[src/rtl/assert_macros.svh]
`ifndef ASSERT_MACROS_SVH
`define ASSERT_MACROS_SVH

// same-cycle implication, checked out of reset
`define AFS_ASSERT_IMP(lbl, ante, cons) \
    lbl: assert property (@(posedge i_clk) disable iff (!i_rst_n) (ante) |-> (cons)) \
        else $error("assertion failed");

// next-cycle implication, checked out of reset
`define AFS_ASSERT_NXT(lbl, ante, cons) \
    lbl: assert property (@(posedge i_clk) disable iff (!i_rst_n) (ante) |=> (cons)) \
        else $error("assertion failed");

`endif

[src/rtl/afs_pkg.sv]
`default_nettype none

package afs_pkg;

    localparam int FRAME_W  = 14;
    localparam int RUN_W    = 13;
    localparam int DEC_W    = 13;
    localparam int WIDE_W   = 48;
    localparam int PROD_W   = 41;
    localparam int CFG_IDX_W  = 3;
    localparam int CFG_DATA_W = 12;

    localparam logic [CFG_IDX_W-1:0] REG_FPS   = 3'd0;
    localparam logic [CFG_IDX_W-1:0] REG_FIRST = 3'd1;
    localparam logic [CFG_IDX_W-1:0] REG_LAST  = 3'd2;
    localparam logic [CFG_IDX_W-1:0] REG_MODE  = 3'd3;
    localparam logic [CFG_IDX_W-1:0] REG_RATE  = 3'd4;
    localparam logic [CFG_IDX_W-1:0] REG_SKIP  = 3'd5;

    localparam logic [1:0] MODE_ONCE     = 2'd0;
    localparam logic [1:0] MODE_LOOP     = 2'd1;
    localparam logic [1:0] MODE_PINGPONG = 2'd2;

    localparam logic [7:0] FPS_RESET = 8'd30;

    typedef struct packed {
        logic        action;
        logic [15:0] tick_time;
        logic        hold;
        logic        ignore_time;
    } t_in;

    typedef struct packed {
        logic signed [FRAME_W-1:0] shown_frame;
        logic [DEC_W-1:0]          frames_to_decode;
        logic                      finished;
        logic                      reversed;
        logic [15:0]               loops_done;
    } t_out;

endpackage

`default_nettype wire

[src/rtl/animation_frame_sequencer.sv]
// An input beat passes through S_MUL, S_TGT, S_CLAMP, S_FIN and S_EMIT; S_EMIT waits
// for the output to be free. A ping-pong turn adds S_DIV and S_SYNC after S_CLAMP for
// the bit-serial resync divider (one quotient bit a cycle). One item at a time: a new
// beat is taken only in S_IDLE. A restart or finished tick goes straight to S_EMIT.
// Reset (synchronous, active low): registers to 30/0/0/one-shot/0/1, playback restarted.
`default_nettype none

`include "assert_macros.svh"

module animation_frame_sequencer #(
    parameter int FRAME_BITS     = 12,
    parameter int TIME_FRAC_BITS = 16
) (
    input  wire                                  i_clk,
    input  wire                                  i_rst_n,
    input  wire                                  i_in_valid,
    output logic                                 o_in_ready,
    input  wire afs_pkg::t_in                    i_in,
    output logic                                 o_out_valid,
    input  wire                                  i_out_ready,
    output afs_pkg::t_out                        o_out,
    input  wire                                  i_cfg_we,
    input  wire [afs_pkg::CFG_IDX_W-1:0]         i_cfg_idx,
    input  wire [afs_pkg::CFG_DATA_W-1:0]        i_cfg_data
);

    localparam int W      = afs_pkg::WIDE_W;
    localparam int FW     = afs_pkg::FRAME_W;
    localparam int RW     = afs_pkg::RUN_W;
    localparam int PW     = afs_pkg::PROD_W;
    localparam int DIV_W  = TIME_FRAC_BITS + 15;
    localparam int CNT_W  = $clog2(DIV_W);
    localparam logic [RW-1:0] FRAME_MASK = RW'((2**FRAME_BITS) - 1);

    typedef enum logic [7:0] {
        S_IDLE  = 8'b0000_0001,
        S_MUL   = 8'b0000_0010,
        S_TGT   = 8'b0000_0100,
        S_CLAMP = 8'b0000_1000,
        S_DIV   = 8'b0001_0000,
        S_SYNC  = 8'b0010_0000,
        S_FIN   = 8'b0100_0000,
        S_EMIT  = 8'b1000_0000
    } t_state;

    function automatic logic signed [31:0] sat32(input logic signed [W-1:0] v);
        logic signed [31:0] res;
        if (v > W'(32'sh7fff_ffff)) begin
            res = 32'sh7fff_ffff;
        end else if (v < -W'(33'sh0_8000_0000)) begin
            res = 32'sh8000_0000;
        end else begin
            res = v[31:0];
        end
        return res;
    endfunction

    t_state r_state;

    logic [7:0]  r_fps;
    logic [11:0] r_first;
    logic [11:0] r_last;
    logic [1:0]  r_mode;
    logic        r_rate;
    logic        r_skip;

    logic signed [31:0]   r_elapsed;
    logic signed [FW-1:0] r_cur;
    logic signed [FW-1:0] r_prev;
    logic [RW-1:0]        r_start;
    logic [RW-1:0]        r_stop;
    logic                 r_back;
    logic                 r_pend;
    logic [15:0]          r_loops;

    logic [15:0]          r_dt;
    logic                 r_hold;
    logic signed [FW-1:0] r_saved;
    logic signed [PW-1:0] r_prod;
    logic signed [W-1:0]  r_frame;
    logic [afs_pkg::DEC_W-1:0] r_decode;
    logic [DIV_W-1:0]     r_num;
    logic [7:0]           r_rem;
    logic [CNT_W-1:0]     r_cnt;
    logic                 r_kneg;

    logic          r_out_valid;
    afs_pkg::t_out r_out;

    logic [7:0]           fps_u;
    logic [RW-1:0]        rs_start;
    logic [RW-1:0]        rs_stop;
    logic signed [W-1:0]  start_w;
    logic signed [W-1:0]  stop_w;
    logic signed [W-1:0]  prev_w;
    logic signed [W-1:0]  cur_w;
    logic signed [PW-1:0] n_prod;
    logic [PW-1:0]        t_mag;
    logic [PW-1:0]        t_q;
    logic signed [W-1:0]  t_r;
    logic signed [W-1:0]  t_target;
    logic                 t_adv;
    logic signed [W-1:0]  n_frame_t;
    logic signed [W-1:0]  c_f1;
    logic                 c_hit;
    logic signed [15:0]   c_k;
    logic [15:0]          c_kmag;
    logic [8:0]           d_sh;
    logic                 d_ge;
    logic [8:0]           d_rem;
    logic signed [DIV_W:0] s_q;
    logic signed [W-1:0]  f_diff;
    logic signed [31:0]   f_elapsed;
    logic signed [W-1:0]  f_frame;
    logic signed [FW-1:0] f_prev;
    logic                 f_loop;
    logic                 accept;
    logic                 out_free;

    assign fps_u    = (r_fps == 8'd0) ? 8'd1 : r_fps;
    assign rs_start = {1'b0, r_first} & FRAME_MASK;
    assign rs_stop  = {1'b0, r_last} & FRAME_MASK;
    assign start_w  = W'({1'b0, r_start});
    assign stop_w   = W'({1'b0, r_stop});
    assign prev_w   = W'(r_prev);
    assign cur_w    = W'(r_cur);
    assign accept   = i_in_valid && o_in_ready;
    assign out_free = !r_out_valid || i_out_ready;

    assign o_in_ready  = (r_state == S_IDLE);
    assign o_out_valid = r_out_valid;
    assign o_out       = r_out;

    always_comb begin
        n_prod = PW'(r_elapsed) * PW'(signed'({1'b0, fps_u}))
                 + (PW'(1) << (TIME_FRAC_BITS - 1));
    end

    always_comb begin
        t_mag    = r_prod[PW-1] ? PW'(-r_prod) : PW'(r_prod);
        t_q      = t_mag >> TIME_FRAC_BITS;
        t_r      = r_prod[PW-1] ? -W'(t_q) : W'(t_q);
        t_target = r_back ? (start_w - W'(1) - t_r) : (start_w - W'(1) + t_r);
        t_adv    = r_back ? (t_target < prev_w) : (t_target > prev_w);
        n_frame_t = cur_w;
        if (t_adv) begin
            if (r_rate && r_skip) begin
                n_frame_t = t_target;
            end else begin
                n_frame_t = r_back ? (cur_w - W'(1)) : (cur_w + W'(1));
            end
        end
    end

    always_comb begin
        c_f1 = r_frame;
        if (r_back ? (r_frame > start_w) : (r_frame < start_w)) begin
            c_f1 = start_w;
        end
        c_hit = r_back ? (c_f1 <= stop_w) : (c_f1 >= stop_w);
        // after the turn the old stop is the new start
        if (!r_back) begin
            c_k = 16'(signed'({1'b0, r_stop})) - 16'(r_prev) - 16'sd1;
        end else begin
            c_k = 16'(r_prev) - 16'(signed'({1'b0, r_stop})) - 16'sd1;
        end
        c_kmag = c_k[15] ? 16'(-c_k) : 16'(c_k);
    end

    always_comb begin
        d_sh  = {r_rem, r_num[DIV_W-1]};
        d_ge  = d_sh >= 9'(fps_u);
        d_rem = d_ge ? (d_sh - 9'(fps_u)) : d_sh;
        s_q   = r_kneg ? -signed'({1'b0, r_num}) : signed'({1'b0, r_num});
    end

    always_comb begin
        if (!r_back) begin
            f_diff = (prev_w >= start_w) ? (r_frame - prev_w) : W'(1);
        end else begin
            f_diff = (prev_w <= start_w) ? (prev_w - r_frame) : W'(1);
        end
        f_elapsed = r_elapsed;
        f_frame   = r_frame;
        if (r_hold) begin
            f_frame   = W'(r_saved);
            f_elapsed = sat32(W'(r_elapsed) - W'(r_dt));
            f_diff    = '0;
        end
        f_prev = (f_diff > 0) ? f_frame[FW-1:0] : r_prev;
        f_loop = (f_elapsed == 32'sd0) && (r_mode == afs_pkg::MODE_LOOP);
        if (f_loop) begin
            f_prev  = -FW'(1);
            f_frame = -W'(1);
        end
    end

    always_ff @(posedge i_clk) begin
        if (!i_rst_n) begin
            r_state     <= S_IDLE;
            r_fps       <= afs_pkg::FPS_RESET;
            r_first     <= '0;
            r_last      <= '0;
            r_mode      <= afs_pkg::MODE_ONCE;
            r_rate      <= 1'b0;
            r_skip      <= 1'b1;
            r_elapsed   <= '0;
            r_start     <= '0;
            r_stop      <= '0;
            r_cur       <= -FW'(1);
            r_prev      <= -FW'(99);
            r_back      <= 1'b0;
            r_pend      <= 1'b0;
            r_loops     <= '0;
            r_out_valid <= 1'b0;
        end else begin
            if (r_out_valid && i_out_ready && r_state != S_EMIT) begin
                r_out_valid <= 1'b0;
            end
            if (i_cfg_we) begin
                unique case (i_cfg_idx)
                    afs_pkg::REG_FPS:   r_fps   <= i_cfg_data[7:0];
                    afs_pkg::REG_FIRST: r_first <= i_cfg_data;
                    afs_pkg::REG_LAST:  r_last  <= i_cfg_data;
                    afs_pkg::REG_MODE:  r_mode  <= i_cfg_data[1:0];
                    afs_pkg::REG_RATE:  r_rate  <= i_cfg_data[0];
                    afs_pkg::REG_SKIP:  r_skip  <= i_cfg_data[0];
                    default: ;
                endcase
            end
            unique case (r_state)
                S_IDLE: begin
                    if (accept) begin
                        r_decode <= '0;
                        if (i_in.action) begin
                            r_elapsed <= '0;
                            r_start   <= rs_start;
                            r_stop    <= rs_stop;
                            r_cur     <= FW'({1'b0, rs_start}) - FW'(1);
                            r_prev    <= -FW'(99);
                            r_back    <= 1'b0;
                            r_pend    <= 1'b0;
                            r_loops   <= '0;
                            r_state   <= S_EMIT;
                        end else if (r_pend) begin
                            r_state <= S_EMIT;
                        end else begin
                            r_dt      <= i_in.ignore_time ? 16'd0 : i_in.tick_time;
                            r_hold    <= i_in.hold;
                            r_elapsed <= sat32(W'(r_elapsed)
                                         + W'(i_in.ignore_time ? 16'd0 : i_in.tick_time));
                            r_state   <= S_MUL;
                        end
                    end
                end
                S_MUL: begin
                    r_prod  <= n_prod;
                    r_state <= S_TGT;
                end
                S_TGT: begin
                    r_saved <= r_cur;
                    r_frame <= n_frame_t;
                    r_state <= S_CLAMP;
                end
                S_CLAMP: begin
                    if (!c_hit) begin
                        r_frame <= c_f1;
                        r_state <= S_FIN;
                    end else if (r_mode == afs_pkg::MODE_LOOP) begin
                        r_frame   <= stop_w;
                        r_elapsed <= '0;
                        r_state   <= S_FIN;
                    end else if (r_mode == afs_pkg::MODE_PINGPONG) begin
                        r_back  <= !r_back;
                        r_frame <= prev_w;
                        r_prev  <= FW'({1'b0, r_stop});
                        r_stop  <= r_start;
                        r_start <= r_stop;
                        r_kneg  <= c_k[15];
                        r_num   <= (DIV_W'(c_kmag) << TIME_FRAC_BITS)
                                   + DIV_W'(fps_u[7:1]);
                        r_rem   <= '0;
                        r_cnt   <= '0;
                        r_state <= S_DIV;
                    end else begin
                        r_frame <= r_back ? (stop_w + W'(1)) : stop_w;
                        r_prev  <= r_back ? FW'(stop_w + W'(1)) : FW'(stop_w);
                        r_pend  <= 1'b1;
                        r_state <= S_FIN;
                    end
                end
                S_DIV: begin
                    r_num <= {r_num[DIV_W-2:0], d_ge};
                    r_rem <= d_rem[7:0];
                    r_cnt <= r_cnt + CNT_W'(1);
                    if (r_cnt == CNT_W'(DIV_W - 1)) begin
                        r_state <= S_SYNC;
                    end
                end
                S_SYNC: begin
                    r_elapsed <= sat32(W'(s_q));
                    r_state   <= S_FIN;
                end
                S_FIN: begin
                    r_elapsed <= f_elapsed;
                    r_prev    <= f_prev;
                    r_cur     <= f_frame[FW-1:0];
                    r_decode  <= (f_diff > 0) ? f_diff[afs_pkg::DEC_W-1:0] : '0;
                    if (f_loop) begin
                        r_loops <= r_loops + 16'd1;
                    end
                    r_state <= S_EMIT;
                end
                S_EMIT: begin
                    if (out_free) begin
                        r_out_valid            <= 1'b1;
                        r_out.shown_frame      <= r_cur;
                        r_out.frames_to_decode <= r_decode;
                        r_out.finished         <= r_pend;
                        r_out.reversed         <= r_back;
                        r_out.loops_done       <= r_loops;
                        r_state                <= S_IDLE;
                    end
                end
                default: r_state <= S_IDLE;
            endcase
        end
    end

    `AFS_ASSERT_NXT(a_tick_starts_mul,
        accept && !i_in.action && !r_pend, r_state == S_MUL)
    `AFS_ASSERT_IMP(a_div_count_bound, r_state == S_DIV, r_cnt <= CNT_W'(DIV_W - 1))
    `AFS_ASSERT_NXT(a_emit_loads_out, r_state == S_EMIT && out_free,
        o_out_valid && r_state == S_IDLE)

endmodule

`default_nettype wire
[config.mk]
export PLATFORM = sky130hd
export DESIGN_NAME = animation_frame_sequencer
export DESIGN_NICKNAME = d
export VERILOG_FILES = /design/src/rtl/afs_pkg.sv /design/src/rtl/animation_frame_sequencer.sv
export VERILOG_INCLUDE_DIRS = /design/src /design/src/rtl
export SDC_FILE = /design/constraint.sdc
export NUM_CORES = 2
export LEC_CHECK = 0
export BUFFER_PORTS_ARGS = -buffer_cell sky130_fd_sc_hd__clkbuf_2
export CORE_MARGIN = 5
export CORE_UTILIZATION = 60
export CTS_CLUSTER_SIZE = 24
export DETAILED_ROUTE_END_ITERATION = 8
export GPL_ROUTABILITY_DRIVEN = 0
export PLACE_DENSITY = 0.75
export SLEW_MARGIN = 10
export SYNTH_ARGS = -nofsm -noshare
export SYNTH_HDL_FRONTEND = slang
export SYNTH_SLANG_ARGS = --single-unit
[constraint.sdc]
create_clock -name i_clk -period 34 [get_ports i_clk]
set_clock_uncertainty 0.05 [all_clocks]
set_input_delay 5.1 -clock i_clk [delete_from_list [all_inputs] [get_ports i_clk]]
set_output_delay 5.1 -clock i_clk [all_outputs]
set_load 0.01 [all_outputs]
# Word-level counts from Yosys, hierarchy flattened
# Cells that the tools add are included.
[totals] output_inout_bits=47 word_cells=247 regBits=372 in_bits=39
[op_classes] n_addsub=24 bitwise=3 eq_ne=29 mux=105 n_lt_le_gt_ge=16 mul=1 n_reduce_logical=38
[ops] cell="2-to-1 mux 48 bit" count=14
[ops] cell="2-to-1 mux 32 bit" count=13
[ops] cell="2-to-1 mux 14 bit" count=12
[ops] cell="2-to-1 mux 13 bit" count=12
[ops] cell="one-hot mux 32 bit (4 select lines)" count=1
[ops] cell="> comparator 48 x 14 -> 1 bit" count=2
[ops] cell="< comparator 48 x 14 -> 1 bit" count=2
[ops] cell="one-hot mux 48 bit (2 select lines)" count=1
[ops] cell="subtractor 14 x 48 -> 48 bit" count=2
[ops] cell="2-to-1 mux 31 bit" count=3
[ops] cell="2-to-1 mux 16 bit" count=5
[ops] cell="2-to-1 mux 8 bit" count=10
[ops] cell="one-hot mux 13 bit (2 select lines)" count=3
[ops] cell="> comparator 33 x 32 -> 1 bit, second input constant" count=2
[ops] cell="< comparator 33 x 32 -> 1 bit, second input constant" count=2
[ops] cell="one-hot mux 8 bit (8 select lines)" count=1
[ops] cell="one-hot mux 31 bit (2 select lines)" count=1
[ops] cell="adder 14 x 48 -> 48 bit" count=1
[ops] cell=">= comparator 48 x 14 -> 1 bit" count=1
[ops] cell="> comparator 48 x 1 -> 1 bit, second input constant" count=1
[ops] cell="less-or-equal comparator 48 x 14 -> 1 bit" count=1
[ops] cell="negator 25 -> 48 bit" count=1
[ops] cell="subtractor 48 x 14 -> 48 bit" count=1
[ops] cell="one-hot mux 14 bit (3 select lines)" count=1
[ops] cell="other kinds (66)" count=123

# Logic depth before layout (Yosys ltp)
[logic_depth] word_depth=10 ltp_mapped=48 mapped_depth_nobuf=43

# Worst setup path after synthesis
# No wires, ideal clock.
[synth_path] path_type="flip-flop to flip-flop" startpoint="register r_start[3]" endpoint="register r_frame[20] (data pin)" synth_period_minus_slack_ns=11.101 path_slack_ns=22.899 required_ns=33.798 path_buffers=2 t_arrival_ns=10.899 path_stages_with_launch=35 setup_ns=0.152 path_cell_list="dfxtp_1 > inv_1 > nand4_1 > nor4_1 > nand3_1 > nor4_1 > ha_1 > a21oi_1 > o21bai_1 > a21o_1 > nor2b_1 > a2111oi_0 > a21oi_1 > o31a_1 > a211o_1 > a31o_2 > a21o_1 > a21o_1 > xnor2_1 > inv_1 > ha_1 > nand2_1 > nor4_1 > nand4_1 > or3_1 > or3_1 > a31oi_1 > nor4_1 > mux2i_1 > mux2i_1 > a31o_1 > clkbuf_1 > clkbuf_1 > a21oi_1 > o21ai_0"
[synth_between] elab_chain_cells=7 elab_cells_between_ends=18 classes_between="3 x add/sub; 6 x order compare; 9 x mux"
[synth_lines] item="from (decl)" line_no="animation_frame_sequencer.sv:70" text="logic [RW-1:0] r_start;"
[synth_lines] item="from (signal assigned)" line_no="animation_frame_sequencer.sv:237" text="r_start <= rs_start;"
[synth_lines] item="from (signal assigned)" line_no="animation_frame_sequencer.sv:278" text="r_start <= r_stop;"
[synth_lines] item="subtractor 13 x 1 -> 14 bit, or another cell as far along" line_no="animation_frame_sequencer.sv:143" text="t_target = r_back ? (start_w - W'(1) - t_r) : (start_w - W'(1) + t_r);"
[synth_lines] item="adder 14 x 48 -> 48 bit, or another cell as far along" line_no="animation_frame_sequencer.sv:143"
[synth_lines] item="2-to-1 mux 48 bit, on equally long branches" line_no="animation_frame_sequencer.sv:143, animation_frame_sequencer.sv:157"
[synth_lines] item="> comparator 48 x 14 -> 1 bit, or another cell as far along" line_no="animation_frame_sequencer.sv:144" text="t_adv = r_back ? (t_target < prev_w) : (t_target > prev_w);"
[synth_lines] item="2-to-1 mux 1 bit, on equally long branches" line_no="animation_frame_sequencer.sv:144, animation_frame_sequencer.sv:160"
[synth_lines] item="2-to-1 mux 48 bit, on equally long branches" line_no="animation_frame_sequencer.sv:146, animation_frame_sequencer.sv:266"
[synth_lines] item="one-hot mux 48 bit (2 select lines) (*)" line_no="animation_frame_sequencer.sv:231" text="unique case (r_state)"
[synth_lines] item="to (signal assigned)" line_no="animation_frame_sequencer.sv:262" text="r_frame <= n_frame_t;"
[synth_lines] item="to (signal assigned)" line_no="animation_frame_sequencer.sv:270" text="r_frame <= stop_w;"
[synth_lines] item="to (signal assigned)" line_no="animation_frame_sequencer.sv:275" text="r_frame <= prev_w;"
[synth_lines] item="to (decl)" line_no="animation_frame_sequencer.sv:80" text="logic signed [W-1:0] r_frame;"
# Every way passes the cells marked *; elsewhere a longest branch is shown, timed or not.
# A chain may end at the register's enable or synchronous reset.

# Final worst setup path
[layout_path] startpoint="register r_prod[13]" endpoint="register r_frame[28] (data pin)"
[layout_between] elab_chain_cells=10 elab_cells_between_ends=13 classes_between="4 x add/sub; 2 x order compare; 7 x mux"
[layout_lines] item="from (decl)" line_no="animation_frame_sequencer.sv:79" text="logic signed [PW-1:0] r_prod;"
[layout_lines] item="from (signal assigned)" line_no="animation_frame_sequencer.sv:257" text="r_prod <= n_prod;"
[layout_lines] item="negator 41 bit (*)" line_no="animation_frame_sequencer.sv:140" text="t_mag = r_prod[PW-1] ? PW'(-r_prod) : PW'(r_prod);"
[layout_lines] item="2-to-1 mux 41 bit (*)" line_no="animation_frame_sequencer.sv:140"
[layout_lines] item="negator 25 -> 48 bit" line_no="animation_frame_sequencer.sv:142" text="t_r = r_prod[PW-1] ? -W'(t_q) : W'(t_q);"
[layout_lines] item="2-to-1 mux 48 bit (*)" line_no="animation_frame_sequencer.sv:142"
[layout_lines] item="adder 14 x 48 -> 48 bit or subtractor 14 x 48 -> 48 bit (tied branches)" line_no="animation_frame_sequencer.sv:143"
[layout_lines] item="2-to-1 mux 48 bit (*)" line_no="animation_frame_sequencer.sv:143"
[layout_lines] item="> comparator 48 x 14 -> 1 bit or < comparator 48 x 14 -> 1 bit (tied branches)" line_no="animation_frame_sequencer.sv:144"
[layout_lines] item="2-to-1 mux 1 bit" line_no="animation_frame_sequencer.sv:144"
[layout_lines] item="2-to-1 mux 48 bit (*)" line_no="animation_frame_sequencer.sv:146" text="if (t_adv) begin"
[layout_lines] item="one-hot mux 48 bit (2 select lines) (*)" line_no="animation_frame_sequencer.sv:231"
# Marked as above.

==> metrics.md <==
| Metric | Value |
|---|---|
| Drt total wl | 139000 µm |
| Vias in the first global route | 39700 |
| Wire per inst | 22.0 µm |
| Hold crit path type | flip-flop to flip-flop |
| Max_slew headroom | 20.5% |
| Cts repair resizes | 0 |
| Slew Limit Fails | 0 |
| DR vias/cell | 6.61 |
| Area grow syn2layout | 5.80% |
| Total gr overflow | 0 |
| Worst-path fanout max | 19 |
| Yosys warnings | 0 |
| Global Route Usage Sum | 33.9% |
| Post-synthesis async set-or-reset flop share | 0% |
| Cell family with most CP delay | compound AO/OA/AOI/OAI gates |
| PnR worst setup slack | 21.38 ns |
| CTS tree | done |
| Core area | 73100 µm² |
| Post-synthesis register bit count | 372 |
| RSZ-0062 raised after global routing | no |
| Syn Std Cell Area | roughly 44000 µm² |
| Worst slack, placed | 21.52 ns |
| Via count | roughly 42000 |
| Antenna violations before repair | 1 |
| Count of input and output buffers | 85 |
| Power per Cell Area | ~45 nW/µm² |
| CP max-delay cell | a21boi_2 |
| Top Ports | 86 |
| Run status | finished, final reports clean |
| Min cycle time layout | 12.62 ns |
| Fin. Hold Viols | 0 |
| Grt met3 use | 6.54% |
| Hold WS | ~0.35 ns |
| Register area share after synthesis | 21.9% |
| H-tree levels | 2 |
| Worst-path clk slew | 0.06 ns |
| Most used routing layer | met2 |
| Least-Margin Pin Slew | between 1 and 1.5 ns |
| Slowest stage delay, CP | 0.65 ns |
| Num CTS Buffers | 45 |
| Met2 Use GR | 54.1% |
| Die Width | roughly 280 µm |
| CP Data Arrival Time | roughly 13 ns |
| DRT iter0 DRCs | ~4800 |
| Main synth FF type | edfxtp_1 |
| Syn_nets | 6121 |
| DIE AREA | 79300 µm² |
| Dpl hpwl | 105000 µm |
| Leakage dissipation | just under 20 nW |
| Dpl cells | 6250 |
| Post-placement cell area | ~45000 µm² |
| CTS sink count | about 370 |
| FP Rows | 99 |
| Fin crit share | roughly 37% |
| Clk root buf | clkbuf_16 |
| Fmax achieved | 79.2 MHz |
| Clk_lat worst skew | 0.62 ns |
| Post-route design area | 46800 µm² |
| Hold_buf cts | 0 |
| Max IR drop VDD | 0.0000467 V |
| Layout cells sized above 1 | 6.31% |
| Largest net degree at the start of global routing | 82 |
| DRC | 0 |
| Ant. Diodes | 0 |
| Postcts setup bufs | 0 |
| 1st-pass router iterations | 8 |
| Mean Syn Cell Area | 8.13 µm² |
| Synthesized instance count | 5442 |
| First-pass GRT wire length | about 220000 µm |
| Max-Cap Viols | 0 |
| CP required | 34.25 ns |
| Post-synth cell types | 114 |
| CP most frequent cell | a21oi_1 |
| Crit start category | flip-flop |
| Number of synthesized flops with an enable pin | 223 |
| Chip height | 282 µm |
| Worst path bufs/invs | 1 |
| GR met1 Demand/Resource | 44.0% |
| CP endpoint kind | flip-flop |
| Antenna Nets Post-Route | 0 |
| Initial core utilization | 60.5% |
| WS Path Type | flip-flop to flip-flop |
| FILL cells | 6299 |
| Total Negative Setup Slacks | 0 ns |
| Nets | 6017 |
| Finished Layout Cells | 6334 |
| CTS Buffer Depth | 3 |
| Final Setup Violations | 0 |
==> routing by layer <==
layer	wire length [µm]	share of wire, %
met5	0	0
met4	9030	6.5
met3	14400	10
met2	62100	45
met1	53600	39
==> metrics by stage <==
stage	total power [mW]	utilization (%)
2_1_floorplan	1.30	-
3_3_place_gp	1.52	61.9
3_5_place_dp	1.55	61.9
4_1_cts	2.08	64.1
5_1_grt	2.23	64.1
6_report	2.09	64.1
==> sequential cells by signal (all words and copies together) (netlist names), 13 cells and up <==
signal / cells
r_frame: 48
o_out: 45
r_prod: 41
r_elapsed: 32
r_num: 31
r_dt: 16
r_loops: 16
r_cur: 14
r_prev: 14
r_saved: 14
r_decode: 13
r_start: 13
r_stop: 13
==> logic make-up (layout without fill, tap and decap cells) <==
group	after synthesis	after routing	share of synthesized area, %
simple gates	1718	1718	19.1
compound gates	1535	1535	22.5
buf+inv	779	712	6.82
fa+ha+maj	652	652	21.9
flops	372	372	21.9
xor+xnor	329	329	6.51
mux	57	57	1.30
==> synth_stat cells (88+ instances only) <==
cell type / n / share of area (%)
nand3_1: 95 / 1.1
o21ai_0: 309 / 3.5
xor2_1: 98 / 1.9
nand4_1: 88 / 1.2
fa_1: 208 / 9.4
nor3_1: 122 / 1.4
a21oi_1: 465 / 5.3
clkbuf_1: 233 / 2.0
ha_1: 432 / 12
nor2_1: 363 / 3.1
dfxtp_1: 149 / 6.7
inv_1: 480 / 4.1
xnor2_1: 231 / 4.6
edfxtp_1: 223 / 15
and2_1: 107 / 1.5
a21o_1: 108 / 1.8
nand2_1: 549 / 4.7
==> layout make-up <==
cell class | count | area (µm²) | area share [%]
Multi-Input combinational cell | 4291 | 31600 | 67.6
Clock buffer | 62 | 1290 | 2.77
Sequential cell | 372 | 9680 | 20.7
Clock inverter | 22 | 313 | 0.668
Tap cell | 959 | 1200 | 2.56
Timing Repair Buffer | 147 | 893 | 1.91
Inverter | 481 | 1810 | 3.86
==> report_power, final <==
group	switching [mW]	total (mW)	internal, mW
Sequential	0.0381	0.559	0.521
Combinational	0.604	1.01	0.403
Clock	0.211	0.520	0.309
==> final timing paths <==
kind | from | end | slack (ns) | cells past startpoint
worst min-delay path | r_decode[9]$_SDFFCE_PP0P_ | o_out[27]$_DFFE_PP_ | 0.35 | 0
worst max-delay path | r_prod[13]$_DFFE_PP_ | r_frame[28]$_DFFE_PP_ | 21.38 | 42
worst min register to register | r_decode[9]$_SDFFCE_PP0P_ | o_out[27]$_DFFE_PP_ | 0.35 | 0
worst max register to register | r_prod[13]$_DFFE_PP_ | r_frame[28]$_DFFE_PP_ | 21.38 | 42
==> worst register-to-register path: cells and delay by family, from the launching register on <==
| kind | cells | cell delay (ns) |
|---|---|---|
| flip-flops | 1 | 0.38 |
| XOR/XNOR | 2 | 0.44 |
| AND/OR/NAND/NOR | 16 | 4.73 |
| AO/OA/AOI/OAI | 17 | 4.86 |
| multiplexers | 3 | 0.92 |
| adder cells (fa/ha/maj) | 3 | 0.92 |
| buffers and inverters | 1 | 0.08 |
==> placed cells by master, fill, tap and decap left out, types with 85 or more instances in the layout <==
master	count
o21ai_0	308
a21oi_1	462
fa_1	208
dfxtp_1	147
ha_1	432
nor3_1	121
edfxtp_1	223
xnor2_1	231
inv_1	479
nand2_1	549
xor2_1	98
nand3_1	95
nand4_1	88
a21o_1	108
nor2_1	361
clkbuf_2	85
and2_1	107
Note: power is estimated with default switching activity, not from simulation.
